==> config.mk <==
export PLATFORM = sky130hd
export DESIGN_NAME = cubic_convolution_line_resampler_core
export DESIGN_NICKNAME = d
export VERILOG_FILES = /design/src/rtl/ccr_pkg.sv /design/src/rtl/ccr_queue.sv /design/src/rtl/ccr_front.sv /design/src/rtl/ccr_back.sv /design/src/rtl/cubic_convolution_line_resampler_core.sv
export SDC_FILE = /design/constraint.sdc
export NUM_CORES = 2
export LEC_CHECK = 0
export ABC_AREA = 1
export BUFFER_PORTS_ARGS = -buffer_cell sky130_fd_sc_hd__buf_2
export CORE_MARGIN = 3
export CORE_UTILIZATION = 60
export CTS_BUF_LIST = sky130_fd_sc_hd__clkbuf_2 sky130_fd_sc_hd__clkbuf_4 sky130_fd_sc_hd__clkbuf_8
export DETAILED_ROUTE_END_ITERATION = 16
export GPL_ROUTABILITY_DRIVEN = 0
export PLACE_DENSITY = 0.84
export REMOVE_ABC_BUFFERS = 1
export SLEW_MARGIN = 20
export SYNTH_ARGS = -nofsm -noshare
export SYNTH_HDL_FRONTEND = slang
export SYNTH_SLANG_ARGS = --single-unit
==> constraint.sdc <==
create_clock -name clk_i -period 27.2 [get_ports clk_i]
set_input_delay 2.72 -clock clk_i [delete_from_list [all_inputs] [get_ports clk_i]]
set_output_delay 2.72 -clock clk_i [all_outputs]
set_load 0.02 [all_outputs]
==> src/rtl/ccr_pkg.sv <==
// Shared types, constants and helpers of the cubic convolution line resampler.
// No dependencies; every other rtl file imports this package.
package ccr_pkg;

  localparam int MAX_LINE    = 4096;
  localparam int FRAC_BITS   = 16;
  localparam int LEN_W       = 13;
  localparam int PIX_W       = 8;
  localparam int STEP_W      = 21;
  localparam int ACC_W       = FRAC_BITS + LEN_W;
  localparam int MAX_RESULTS = 24;
  localparam int BURST_W     = $clog2(MAX_RESULTS + 1);
  localparam int IDX_W       = LEN_W + 2;
  localparam int WGT_W       = FRAC_BITS + 5;
  localparam int SUM_W       = WGT_W + PIX_W + 3;
  localparam int QUEUE_DEPTH = 2;
  localparam int QPTR_W      = $clog2(QUEUE_DEPTH);
  localparam int QCNT_W      = $clog2(QUEUE_DEPTH + 1);

  // Configuration register indexes
  localparam int CFG_IDX_W = 2;
  localparam logic [CFG_IDX_W-1:0] CFG_SOURCE_LENGTH = 2'd0;
  localparam logic [CFG_IDX_W-1:0] CFG_DEST_LENGTH   = 2'd1;
  localparam logic [CFG_IDX_W-1:0] CFG_STEP_RATIO    = 2'd2;

  localparam logic [LEN_W-1:0]  SRC_LEN_RESET = LEN_W'(512);
  localparam logic [LEN_W-1:0]  DST_LEN_RESET = LEN_W'(1000);
  localparam logic [STEP_W-1:0] STEP_RESET    = STEP_W'(33522);

  localparam logic [LEN_W-1:0] MAX_LEN = LEN_W'(MAX_LINE);
  localparam logic [LEN_W-1:0] MIN_SRC = LEN_W'(4);
  localparam logic [LEN_W-1:0] MIN_DST = LEN_W'(2);

  typedef struct packed {
    logic [LEN_W-1:0]  source_length;
    logic [LEN_W-1:0]  dest_length;
    logic [STEP_W-1:0] step_ratio;
  } cfg_t;

  // One classified source pixel on its way to the back end
  typedef struct packed {
    logic [PIX_W-1:0] pixel;
    logic [LEN_W-1:0] count;   // pixels received including this one
    logic             last;    // closes the line
  } item_t;

  function automatic logic [LEN_W-1:0] sat_len(input logic [LEN_W-1:0] v,
                                               input logic [LEN_W-1:0] lo);
    logic [LEN_W-1:0] r;
    r = v;
    if (v < lo) r = lo;
    else if (v > MAX_LEN) r = MAX_LEN;
    return r;
  endfunction

endpackage

==> src/rtl/ccr_queue.sv <==
// Two-entry item queue between front and back end of the resampler.
// Depends on ccr_pkg.
module ccr_queue (
  input  logic           clk_i,
  input  logic           rst_ni,
  input  logic           push_i,
  input  ccr_pkg::item_t item_i,
  output logic           full_o,
  output logic           head_valid_o,
  output ccr_pkg::item_t head_o,
  input  logic           pop_i
);
  import ccr_pkg::*;

  item_t             mem_q [QUEUE_DEPTH];
  logic [QPTR_W-1:0] wr_ptr_q, rd_ptr_q;
  logic [QCNT_W-1:0] cnt_q, cnt_d;
  logic              do_push, do_pop;

  assign full_o       = (cnt_q == QCNT_W'(QUEUE_DEPTH));
  assign head_valid_o = (cnt_q != '0);
  assign head_o       = mem_q[rd_ptr_q];
  assign do_push      = push_i && !full_o;
  assign do_pop       = pop_i && head_valid_o;

  always_comb begin
    cnt_d = cnt_q;
    if (do_push && !do_pop) cnt_d = cnt_q + QCNT_W'(1);
    else if (!do_push && do_pop) cnt_d = cnt_q - QCNT_W'(1);
  end

  always_ff @(posedge clk_i or negedge rst_ni) begin
    if (!rst_ni) begin
      wr_ptr_q <= '0;
      rd_ptr_q <= '0;
      cnt_q    <= '0;
    end else begin
      cnt_q <= cnt_d;
      if (do_push) wr_ptr_q <= wr_ptr_q + QPTR_W'(1);
      if (do_pop)  rd_ptr_q <= rd_ptr_q + QPTR_W'(1);
    end
  end

  always_ff @(posedge clk_i) begin
    if (do_push) mem_q[wr_ptr_q] <= item_i;
  end

endmodule

==> src/rtl/ccr_front.sv <==
// Front end: accepts source pixels, counts them and marks the line end.
// Depends on ccr_pkg.
module ccr_front (
  input  logic                      clk_i,
  input  logic                      rst_ni,
  input  logic                      in_valid_i,
  output logic                      in_stall_o,
  input  logic [ccr_pkg::PIX_W-1:0] pixel_in_i,
  input  logic [ccr_pkg::LEN_W-1:0] source_length_i,
  input  logic                      q_full_i,
  output logic                      push_o,
  output ccr_pkg::item_t            push_item_o
);
  import ccr_pkg::*;

  logic [LEN_W-1:0] source_count_q, source_count_d;
  logic [LEN_W-1:0] n_len, cnt_now;
  logic             last_now;

  assign in_stall_o = q_full_i;
  assign push_o     = in_valid_i && !q_full_i;
  assign n_len      = sat_len(source_length_i, MIN_SRC);
  assign cnt_now    = source_count_q + LEN_W'(1);
  assign last_now   = (cnt_now >= n_len);

  assign push_item_o.pixel = pixel_in_i;
  assign push_item_o.count = cnt_now;
  assign push_item_o.last  = last_now;

  always_comb begin
    source_count_d = source_count_q;
    if (push_o) source_count_d = last_now ? '0 : cnt_now;
  end

  always_ff @(posedge clk_i or negedge rst_ni) begin
    if (!rst_ni) begin
      source_count_q <= '0;
    end else begin
      source_count_q <= source_count_d;
    end
  end

endmodule

==> src/rtl/ccr_back.sv <==
// Back end: tap window, phase accumulator and the per-output cubic kernel
// sequencer with its output register. Depends on ccr_pkg.
module ccr_back (
  input  logic                      clk_i,
  input  logic                      rst_ni,
  input  logic                      head_valid_i,
  input  ccr_pkg::item_t            head_i,
  output logic                      pop_o,
  input  ccr_pkg::cfg_t             cfg_i,
  output logic                      out_valid_o,
  input  logic                      out_stall_i,
  output logic [ccr_pkg::PIX_W-1:0] pixel_out_o,
  output logic                      last_of_run_o,
  output logic                      end_of_line_o
);
  import ccr_pkg::*;

  typedef enum logic [5:0] {
    S_IDLE = 6'b000001,
    S_EVAL = 6'b000010,
    S_T3   = 6'b000100,
    S_WGT  = 6'b001000,
    S_MAC  = 6'b010000,
    S_OUT  = 6'b100000
  } state_e;

  localparam logic [FRAC_BITS-1:0]    ZERO_FRAC = '0;
  localparam logic signed [WGT_W-1:0] ONE2 = WGT_W'(2 << FRAC_BITS);
  localparam logic [SUM_W-1:0]        HALF = SUM_W'(1 << FRAC_BITS);

  state_e state_q, state_d;

  logic [PIX_W-1:0]   window_q [4];
  logic [PIX_W-1:0]   window_d [4];
  logic [LEN_W-1:0]   out_cnt_q, out_cnt_d;
  logic [ACC_W-1:0]   phase_q, phase_d;
  logic [BURST_W-1:0] burst_q, burst_d;
  logic [LEN_W-1:0]   c_q, c_d;
  logic               last_q, last_d;
  logic               out_valid_q, out_valid_d;

  // payload pipeline
  logic [FRAC_BITS-1:0]    frac_q, t2_q, t3_q;
  logic [PIX_W-1:0]        tap_q [4];
  logic signed [WGT_W-1:0] w_q [4];
  logic signed [SUM_W-1:0] sum_q;
  logic [PIX_W-1:0]        pixel_out_q;
  logic                    last_of_run_q, end_of_line_q;

  // position decode
  logic [LEN_W-1:0]     n_len, m_len, nm1, base_raw, base_eff, need;
  logic [LEN_W:0]       base_p2;
  logic [FRAC_BITS-1:0] frac_raw, frac_eff;
  logic                 emit_ok, load_out;
  logic signed [IDX_W-1:0] b_s, im1, ip1, ip2;
  logic [1:0]           slot [4];
  logic [2*FRAC_BITS-1:0] sq, cube;
  logic [ACC_W:0]       phase_sum;

  // weights and sum
  logic signed [WGT_W-1:0] f_s, t2_s, t3_s;
  logic signed [WGT_W-1:0] w_d [4];
  logic signed [SUM_W-1:0] acc;
  logic [SUM_W-1:0]        rnd, rshift;
  logic [PIX_W-1:0]        clip;

  function automatic logic [1:0] slot_of(input logic signed [IDX_W-1:0] idx,
                                         input logic [LEN_W-1:0] c);
    logic signed [IDX_W-1:0] s;
    logic [1:0]              r;
    s = idx + IDX_W'(4) - signed'(IDX_W'(c));
    if (s < 0) r = 2'd0;
    else if (s > 3) r = 2'd3;
    else r = s[1:0];
    return r;
  endfunction

  always_comb begin
    n_len    = sat_len(cfg_i.source_length, MIN_SRC);
    m_len    = sat_len(cfg_i.dest_length, MIN_DST);
    nm1      = n_len - LEN_W'(1);
    base_raw = phase_q[ACC_W-1:FRAC_BITS];
    frac_raw = phase_q[FRAC_BITS-1:0];
    if (base_raw >= nm1) begin
      base_eff = nm1;
      frac_eff = (base_raw > nm1) ? ZERO_FRAC : frac_raw;
    end else begin
      base_eff = base_raw;
      frac_eff = frac_raw;
    end
    base_p2 = {1'b0, base_eff} + (LEN_W+1)'(2);
    need    = (base_p2 > {1'b0, nm1}) ? nm1 : base_p2[LEN_W-1:0];
    emit_ok = (out_cnt_q < m_len) && (burst_q < BURST_W'(MAX_RESULTS))
              && (last_q || (need < c_q));

    // tap indexes with the edge substitutions
    b_s = signed'(IDX_W'(base_eff));
    im1 = b_s - IDX_W'(1);
    ip1 = b_s + IDX_W'(1);
    ip2 = b_s + IDX_W'(2);
    if (base_eff == nm1) begin
      im1 = signed'(IDX_W'(nm1)) - IDX_W'(1);
      ip1 = im1;
      ip2 = signed'(IDX_W'(nm1)) - IDX_W'(2);
    end else if (base_eff == nm1 - LEN_W'(1)) begin
      ip2 = b_s;
    end else if (base_eff == '0) begin
      im1 = IDX_W'(1);
    end
    slot[0] = slot_of(im1, c_q);
    slot[1] = slot_of(b_s, c_q);
    slot[2] = slot_of(ip1, c_q);
    slot[3] = slot_of(ip2, c_q);

    sq        = frac_eff * frac_eff;
    cube      = t2_q * frac_q;
    phase_sum = {1'b0, phase_q} + (ACC_W+1)'(cfg_i.step_ratio);
  end

  // doubled Keys weights, a = -0.5
  always_comb begin
    f_s  = signed'(WGT_W'(frac_q));
    t2_s = signed'(WGT_W'(t2_q));
    t3_s = signed'(WGT_W'(t3_q));
    w_d[0] = (t2_s <<< 1) - t3_s - f_s;
    w_d[1] = (t3_s <<< 1) + t3_s - (t2_s <<< 2) - t2_s + ONE2;
    w_d[2] = (t2_s <<< 2) - (t3_s <<< 1) - t3_s + f_s;
    w_d[3] = t3_s - t2_s;
  end

  always_comb begin
    acc = '0;
    for (int k = 0; k < 4; k++) begin
      acc = acc + SUM_W'(signed'({1'b0, tap_q[k]})) * SUM_W'(w_q[k]);
    end
  end

  always_comb begin
    rnd    = unsigned'(sum_q) + HALF;
    rshift = rnd >> (FRAC_BITS + 1);
    if (sum_q < 0) clip = '0;
    else if (rshift > SUM_W'({PIX_W{1'b1}})) clip = '1;
    else clip = rshift[PIX_W-1:0];
  end

  assign load_out = (state_q == S_OUT) && (!out_valid_q || !out_stall_i);
  assign pop_o    = (state_q == S_IDLE) && head_valid_i;

  always_comb begin
    state_d     = state_q;
    window_d    = window_q;
    out_cnt_d   = out_cnt_q;
    phase_d     = phase_q;
    burst_d     = burst_q;
    c_d         = c_q;
    last_d      = last_q;
    out_valid_d = out_valid_q;
    if (out_valid_q && !out_stall_i) out_valid_d = 1'b0;
    unique case (state_q)
      S_IDLE: begin
        if (head_valid_i) begin
          window_d[0] = window_q[1];
          window_d[1] = window_q[2];
          window_d[2] = window_q[3];
          window_d[3] = head_i.pixel;
          c_d         = head_i.count;
          last_d      = head_i.last;
          burst_d     = '0;
          state_d     = S_EVAL;
        end
      end
      S_EVAL: begin
        if (emit_ok) begin
          out_cnt_d = out_cnt_q + LEN_W'(1);
          burst_d   = burst_q + BURST_W'(1);
          phase_d   = phase_sum[ACC_W] ? '1 : phase_sum[ACC_W-1:0];
          state_d   = S_T3;
        end else begin
          if (last_q) begin
            for (int k = 0; k < 4; k++) window_d[k] = '0;
            out_cnt_d = '0;
            phase_d   = '0;
          end
          state_d = S_IDLE;
        end
      end
      S_T3:  state_d = S_WGT;
      S_WGT: state_d = S_MAC;
      S_MAC: state_d = S_OUT;
      S_OUT: begin
        if (load_out) begin
          out_valid_d = 1'b1;
          state_d     = S_EVAL;
        end
      end
      default: state_d = S_IDLE;
    endcase
  end

  always_ff @(posedge clk_i or negedge rst_ni) begin
    if (!rst_ni) begin
      state_q     <= S_IDLE;
      for (int k = 0; k < 4; k++) window_q[k] <= '0;
      out_cnt_q   <= '0;
      phase_q     <= '0;
      burst_q     <= '0;
      c_q         <= '0;
      last_q      <= 1'b0;
      out_valid_q <= 1'b0;
    end else begin
      state_q     <= state_d;
      window_q    <= window_d;
      out_cnt_q   <= out_cnt_d;
      phase_q     <= phase_d;
      burst_q     <= burst_d;
      c_q         <= c_d;
      last_q      <= last_d;
      out_valid_q <= out_valid_d;
    end
  end

  always_ff @(posedge clk_i) begin
    if (state_q == S_EVAL && emit_ok) begin
      frac_q <= frac_eff;
      t2_q   <= sq[2*FRAC_BITS-1:FRAC_BITS];
      for (int k = 0; k < 4; k++) tap_q[k] <= window_q[slot[k]];
    end
    if (state_q == S_T3) t3_q <= cube[2*FRAC_BITS-1:FRAC_BITS];
    if (state_q == S_WGT) begin
      for (int k = 0; k < 4; k++) w_q[k] <= w_d[k];
    end
    if (state_q == S_MAC) sum_q <= acc;
    if (load_out) begin
      // registers already hold the advanced position, so emit_ok looks ahead
      pixel_out_q   <= clip;
      last_of_run_q <= !emit_ok;
      end_of_line_q <= (out_cnt_q >= m_len) || (last_q && !emit_ok);
    end
  end

  assign out_valid_o   = out_valid_q;
  assign pixel_out_o   = pixel_out_q;
  assign last_of_run_o = last_of_run_q;
  assign end_of_line_o = end_of_line_q;

`ifndef SYNTHESIS
  a_burst_bound: assert property (@(posedge clk_i) disable iff (!rst_ni)
    burst_q <= BURST_W'(MAX_RESULTS))
    else $error("burst count above limit");

  a_line_clear: assert property (@(posedge clk_i) disable iff (!rst_ni)
    (state_q == S_EVAL && !emit_ok && last_q) |=> (out_cnt_q == '0 && phase_q == '0))
    else $error("line state not cleared at line end");

  a_load_from_out: assert property (@(posedge clk_i) disable iff (!rst_ni)
    $rose(out_valid_q) |-> ($past(state_q) == S_OUT))
    else $error("result loaded outside output state");

  a_final_flags: assert property (@(posedge clk_i) disable iff (!rst_ni)
    (load_out && last_q && !emit_ok) |=> (out_valid_q && last_of_run_q && end_of_line_q))
    else $error("line flush result missing its flags");
`endif

endmodule

==> src/rtl/cubic_convolution_line_resampler_core.sv <==
// Top level of the cubic convolution line resampler: configuration registers,
// front end, item queue and back end. Depends on ccr_pkg, ccr_front,
// ccr_queue and ccr_back.

// The block takes one 8-bit source pixel per item and produces the pixels of
// a resampled line with the four-tap Keys cubic kernel (a = -0.5), stepping
// by step_ratio (unsigned Q5.16 source pixels per output). A pixel emits every
// output whose taps it completes, up to 24; the pixel that completes the line
// flushes what is still pending, up to the same limit, and clears the line
// state. last_of_run marks the final result of a pixel, end_of_line the final
// result of a line. A pixel that completes no output gives no result. The back
// end works on one pixel at a time and runs each output through a five-step
// sequence (position decode with f*f, f^3, weights, four-tap sum, output
// register). The two-entry queue lets up to two further pixels be taken while
// the back end is busy. Configuration is written through a plain write port
// and must only change while no pixel is in flight.
module cubic_convolution_line_resampler_core (
  input  logic                          clk_i,
  input  logic                          rst_ni,
  // configuration
  input  logic                          cfg_wr_en_i,
  input  logic [ccr_pkg::CFG_IDX_W-1:0] cfg_index_i,
  input  logic [ccr_pkg::STEP_W-1:0]    cfg_data_i,
  // source pixels
  input  logic                          in_valid_i,
  output logic                          in_stall_o,
  input  logic [ccr_pkg::PIX_W-1:0]     pixel_in_i,
  // resampled pixels
  output logic                          out_valid_o,
  input  logic                          out_stall_i,
  output logic [ccr_pkg::PIX_W-1:0]     pixel_out_o,
  output logic                          last_of_run_o,
  output logic                          end_of_line_o
);
  import ccr_pkg::*;

  cfg_t  cfg_q, cfg_d;
  item_t push_item, head_item;
  logic  push, q_full, head_valid, pop;

  // register file; writes to unused indexes are dropped
  always_comb begin
    cfg_d = cfg_q;
    if (cfg_wr_en_i) begin
      unique case (cfg_index_i)
        CFG_SOURCE_LENGTH: cfg_d.source_length = cfg_data_i[LEN_W-1:0];
        CFG_DEST_LENGTH:   cfg_d.dest_length   = cfg_data_i[LEN_W-1:0];
        CFG_STEP_RATIO:    cfg_d.step_ratio    = cfg_data_i;
        default:           cfg_d = cfg_q;
      endcase
    end
  end

  always_ff @(posedge clk_i or negedge rst_ni) begin
    if (!rst_ni) begin
      cfg_q.source_length <= SRC_LEN_RESET;
      cfg_q.dest_length   <= DST_LEN_RESET;
      cfg_q.step_ratio    <= STEP_RESET;
    end else begin
      cfg_q <= cfg_d;
    end
  end

  // front end: count pixels, flag the line end
  ccr_front u_front (
    .clk_i           (clk_i),
    .rst_ni          (rst_ni),
    .in_valid_i      (in_valid_i),
    .in_stall_o      (in_stall_o),
    .pixel_in_i      (pixel_in_i),
    .source_length_i (cfg_q.source_length),
    .q_full_i        (q_full),
    .push_o          (push),
    .push_item_o     (push_item)
  );

  // decouples intake from the output sequencer
  ccr_queue u_queue (
    .clk_i        (clk_i),
    .rst_ni       (rst_ni),
    .push_i       (push),
    .item_i       (push_item),
    .full_o       (q_full),
    .head_valid_o (head_valid),
    .head_o       (head_item),
    .pop_i        (pop)
  );

  // back end: window, phase and kernel evaluation
  ccr_back u_back (
    .clk_i         (clk_i),
    .rst_ni        (rst_ni),
    .head_valid_i  (head_valid),
    .head_i        (head_item),
    .pop_o         (pop),
    .cfg_i         (cfg_q),
    .out_valid_o   (out_valid_o),
    .out_stall_i   (out_stall_i),
    .pixel_out_o   (pixel_out_o),
    .last_of_run_o (last_of_run_o),
    .end_of_line_o (end_of_line_o)
  );

endmodule
-- Word level (Yosys, flattened, before mapping)
Memories as Yosys holds them, arrays and structs flattened.
Cells that the tools add are included.
- bitwise gates (word level): 4
- reductions and logical operators: 35
- order comparisons: 26
- eq/ne operators: 16
- add/subtract/negate cells: 38
- $mul: 6
- multiplexer cells: 63
- operator list (operator ; count):
    multiplier 9 x 21 -> 30 bit ; 4
    2-to-1 mux 13 bit ; 9
    adder 32 bit ; 3
    2-to-1 mux 32 bit ; 3
    2-to-1 mux 15 bit ; 6
    2-to-1 mux 29 bit ; 3
    2-to-1 mux 8 bit ; 9
    binary-select mux 8 bit (select 2 bit) ; 4
    multiplier 16 x 16 -> 32 bit ; 2
    case mux 32 bit (2 select lines) ; 1
    subtractor 21 x 17 -> 21 bit ; 3
    greater-than comparator 15 x 3 -> 1 bit, second input constant ; 4
    < comparator 15 x 1 -> 1 bit, second input constant ; 4
    adder 15 x 4 -> 15 bit, second input constant ; 3
    subtractor 15 x 14 -> 15 bit ; 3
    greater-or-equal comparator 13 bit ; 3
    case mux 6 bit (6 select lines) ; 1
    adder 32 x 17 -> 32 bit, second input constant ; 1
    < comparator 32 x 1 -> 1 bit, second input constant ; 1
    2-to-1 mux 16 bit ; 2
    adder 29 x 21 -> 30 bit ; 1
    adder 13 x 2 -> 14 bit, second input constant ; 2
    subtractor 13 x 1 -> 14 bit, second input constant ; 2
    adder 13 x 1 -> 13 bit, second input constant ; 2
    52 further kinds ; 112
- output and inout port bits: 12
- memories: 3
- word-level logic and storage cells: 216
- RAM bits: 160
- register bits: 254
- input port bits: 36
- memories (memory ; words ; bits a word ; read ports ; clocked after memory_dff ; wr ports ; RTL line ; RTL):
    u_back.w_q ; 4 ; 21 ; 4 ; 0 ; 4 ; ccr_back.sv:45 ; logic signed [WGT_W-1:0] w_q [4];
    u_queue.mem_q ; 2 ; 22 ; 1 ; 0 ; 1 ; ccr_queue.sv:15 ; item_t mem_q [QUEUE_DEPTH];
    u_back.tap_q ; 4 ; 8 ; 4 ; 0 ; 4 ; ccr_back.sv:44 ; logic [PIX_W-1:0] tap_q [4];

-- Logic depth before layout (Yosys ltp)
- word-level depth: 19
- mapped depth: 59
- depth with buffers taken out: 55

-- By module
Synthesis repeated with hierarchy kept, for this count alone.
- cell total of the unflattened synthesis: 7876
- area, all modules: 66274.8 um^2
- by module, submodules not included (module ; cells an instance ; seq. area each (um^2) ; area an instance (um^2) ; instances):
    ccr_back ; 7304 ; 7968.9 ; 61118.6 ; 1
    cubic_convolution_line_resampler_core ; 211 ; 1193.6 ; 1975.6 ; 1
    ccr_queue ; 146 ; 1421.4 ; 1836.8 ; 1
    ccr_front ; 215 ; 325.3 ; 1343.8 ; 1

-- Least setup slack after synthesis
OpenSTA, ideal clock, no wires.
- kind: flip-flop to flip-flop
- start point: register cfg_q[42] in the netlist's numbering
- end point: register u_back.t2_q[13], data pin
- setup time: 0.261 ns
- slack: 18.432 ns
- cell stages (with the launch flop): 43
- arrival time: 8.507 ns
- cell sequence: dfrtp_1 > or2_1 > nor2_2 > nand3_2 > nand2_2 > ha_1 > inv_1 > xor2_1 > ha_1 > nand2_1 > or2_2 > a21oi_1 > nor3_1 > o21bai_1 > a21oi_1 > nand2_1 > nand3_1 > nand2_1 > (+7 left out) > fa_1 > inv_1 > fa_1 > inv_1 > fa_1 > inv_1 > fa_1 > fa_1 > ha_1 > nand4_1 > nor4_1 > nor2_1 > o21ai_0 > nand3_1 > o211ai_1 > nand4_1 > nand2_1 > xor2_1
- word-level cells in the longest chain between the ends: 8
- elaborated cells between the ends (all ways): 10
- classes of those cells: add/sub (1); mul (1); order compare (4); mux (4)
- RTL lines (item ; RTL line ; RTL):
    start, declared ; cubic_convolution_line_resampler_core.sv:37 ; cfg_t cfg_q, cfg_d;
    start signal, assigned ; cubic_convolution_line_resampler_core.sv:60 ; cfg_q <= cfg_d;
    greater-than comparator 13 bit ; ccr_pkg.sv:52 ; else if (v > MAX_LEN) r = MAX_LEN;
    2-to-1 mux 13 bit ; ccr_pkg.sv:52 ;
    2-to-1 mux 13 bit * ; ccr_pkg.sv:51 ; if (v < lo) r = lo;
    subtractor 13 x 1 -> 13 bit * ; ccr_back.sv:81 ; nm1 = n_len - LEN_W'(1);
    greater-than comparator 13 bit ; ccr_back.sv:86 ; frac_eff = (base_raw > nm1) ? ZERO_FRAC : frac_raw;
    2-to-1 mux 16 bit ; ccr_back.sv:86 ;
    2-to-1 mux 16 bit * ; ccr_back.sv:84 ; if (base_raw >= nm1) begin
    net u_back.frac_eff[3] ; ccr_back.sv:53 ; logic [FRAC_BITS-1:0] frac_raw, frac_eff;
    multiplier 16 x 16 -> 32 bit * ; ccr_back.sv:115 ; sq = frac_eff * frac_eff;
    net u_back.sq[29] ; ccr_back.sv:57 ; logic [2*FRAC_BITS-1:0] sq, cube;
    end signal, assigned ; ccr_back.sv:225 ; t2_q <= sq[2*FRAC_BITS-1:FRAC_BITS];
    end, declared ; ccr_back.sv:43 ; logic [FRAC_BITS-1:0] frac_q, t2_q, t3_q;
Mark *: on every way through the listed nets, which the timed path passes. The rest lies on a longest branch.
A chain may end at the register's enable or synchronous reset.

==> results.md <==
* Status: completed
* Post-synth top area share at 0.2870
* Critical path class: reg -> reg
* Hold path cells at 2
* RSZ-0062 raised after global routing: false
* Clk sinks at just under 400
* Area growth syn-to-layout at 4.291%
* Worst setup SP type: register
* 1st-iter DRT viols at approximately 4,600
* Layout cells sized above 1 at 0.03982
* Most frequent cell after synthesis: inv_1
* Crit Path Max Fanout at 32
* Achievable clock frequency at about 86 MHz
* Max Slew Vio Count at 0
* Via count at 53,557
* First-pass GRT wire length at between 200,000 and 300,000 µm
* Root buffer cell: clkbuf_8
* Layout Nets at slightly below 10,000
* Final setup viols at 0
* Ranking of synthesized cells by area: fa_1 29%, ha_1 14%, inv_1 12%, edfxtp_1 10%, nand2_1 9.1%
* Distinct cells, synth at 67
* Max Cap Violations at 0
* Synthesized cell area at 67,440 µm²
* Drt first pass iters at 8
* FFs w/ async S/R, synth at 0.4184
* Yosys warns at 0
* Max_slew headroom at 0.1976
* DRC Markers at 0
* Row cnt at roughly 120
* Clk buf depth at 3
* Total global routing overflow at 0
* Gate Count Post-Synth at 8,203
* Worst R2R Path Depth at 43
* Worst-skew pair later-pin latency at ~0.7 ns
* CTS Buf Count at 71
* Post-cts sizing count at 0
* EDFF count, synth at 228
* Clock Skew at around 0.06 ns
* Crit-path max cell delay at about 0.75 ns
* Slew @ Worst Pin at 1.204 ns
* Total GRT Usage at 0.2953
* Syn Area/Cell at around 8.2 µm²
* Yosys top cell by area: fa_1
* Wire per inst at roughly 18 µm
* Number of synthesized register bits at 392
* Largest net degree at the start of global routing at 95
* Endpoint class of the critical path: register
* Die area at about 120,000 µm²
* I/O Pins at 48
* CP arrival at 12.01 ns
* Post-DP HPWL at ~140,000 µm
* Core Area at roughly 110,000 µm²
* Worst-path clk slew at approximately 0.06 ns
* Seq/Total Area, Yosys at 0.1626
* Fin util at 0.6330
* Worst hold-check path type: reg -> reg
* DRT antenna net count at 0
* I/O Buffers at 47
* H-tree depth at 3
* Die height at between 300 and 400 µm
* Final WL at around 170,000 µm
* Req. time, crit path at ~28 ns
* Hold_buf cts at 0
* TritonCTS clock tree: done
* Prevailing post-synth register cell: edfxtp_1
* Vias per cell at 5.564
* Tcrit/Tclk final at 0.4266
* Vias in the first global route at between 50,000 and 60,000
* Setup bufs post-CTS at 0
* Initial Utilization at 0.6069
* Final Hold Viols at 0
* Commonest cells in the netlist: 2,175 x inv_1, 1,636 x nand2_1, 967 x fa_1
* Initial antenna violation count at 2
* TNS Setup at 0 ns
* Worst path slowest cell: o21ai_0
* Die width at between 300 and 400 µm
* Post-route minimum period at roughly 12 ns
-- final timing paths --
check,slack [ns],startpoint,to
min,0.49,cfg_q[34]$_DFFE_PN0P_,cfg_q[34]$_DFFE_PN0P_
max,15.60,cfg_q[46]$_DFFE_PN0P_,u_back.tap_q[3][3]$_DFFE_PN_
min reg2reg,0.49,cfg_q[34]$_DFFE_PN0P_,cfg_q[34]$_DFFE_PN0P_
max in group asynchronous,23.62,rst_ni,u_back.window_q[26]$_DFFE_PN0P_
min in group asynchronous,2.10,rst_ni,u_back.phase_q[1]$_DFFE_PN0P_
max reg2reg,15.60,cfg_q[46]$_DFFE_PN0P_,u_back.tap_q[3][3]$_DFFE_PN_
-- cells by family after synthesis --
| family | after synthesis | synth area share |
|---|---|---|
| buffers and inverters | 2479 | 0.1399 |
| adder cells (fa/ha/maj) | 1735 | 0.4295 |
| multiplexers | 16 | 0.002523 |
| AO/OA/AOI/OAI | 919 | 0.07788 |
| AND/OR/NAND/NOR | 2271 | 0.1368 |
| flip-flops | 392 | 0.1626 |
| XOR/XNOR | 391 | 0.05078 |
-- through the flow --
step                      instances  instance area [µm²]  setup WS, ns  hold WS, ns
after global placement         9495                68690         16.56       0.4756
after floorplan                7918                66250         18.03       0.4530
final                          9625                70340         15.60       0.4949
after CTS                      9622                70280         16.02       0.4977
after global routing           9625                70340         14.68       0.5259
after detailed placement       9495                68690         16.04       0.4821
-- cell type report --
| type | instances | area (µm²) |
|---|---|---|
| diodes | 1 | 2.502 |
| clock buffers | 97 | 1247 |
| clock inverters | 30 | 342.8 |
| fillers | 8867 | 40790 |
| inverters | 2194 | 8238 |
| multi-input cells | 5332 | 47090 |
| flip-flops and latches | 392 | 10970 |
| well taps | 1488 | 1862 |
| repair buffers | 91 | 586.8 |
-- layer usage --
layer	global-route usage	routed length, µm
met1	0.3574	62660
met2	0.4941	79850
met3	0.05702	15010
met4	0.1700	11110
met5	0	13
-- critical path, delay by kind of cell, from the launching register on --
kind / cells / cell delay, ns
and+or+nand+nor: 15 / 3.52
DFF: 1 / 0.46
AOI/OAI and AO/OA: 17 / 4.57
buffers and inverters: 5 / 1.00
adders and majority gates: 6 / 1.74
-- flip-flops by register name (all words and copies together) (netlist names), 8 cells and up --
| register | flops |
|---|---|
| u_back.w_q | 78 |
| cfg_q | 47 |
| u_queue.mem_q | 44 |
| u_back.tap_q | 32 |
| u_back.window_q | 32 |
| u_back.phase_q | 29 |
| u_back.frac_q | 16 |
| u_back.sum_q | 16 |
| u_back.t2_q | 16 |
| u_back.t3_q | 16 |
| u_back.c_q | 13 |
| u_back.out_cnt_q | 13 |
| u_front.source_count_q | 13 |
| u_back.pixel_out_o | 8 |
-- cells in the final DEF (no fill, tap or decap), types with 134 or more instances in the layout --
master / instances
ha_1: 768
nand2_1: 1636
dfrtp_1: 149
edfxtp_1: 228
fa_1: 967
xor2_1: 257
a21oi_1: 375
nor2_1: 282
xnor2_1: 134
nand3_1: 196
o21ai_0: 255
inv_1: 2174
Power is left out: the tool's default activity adds up to more than one toggle a clock period on the data nets, which glitch-free logic cannot reach.
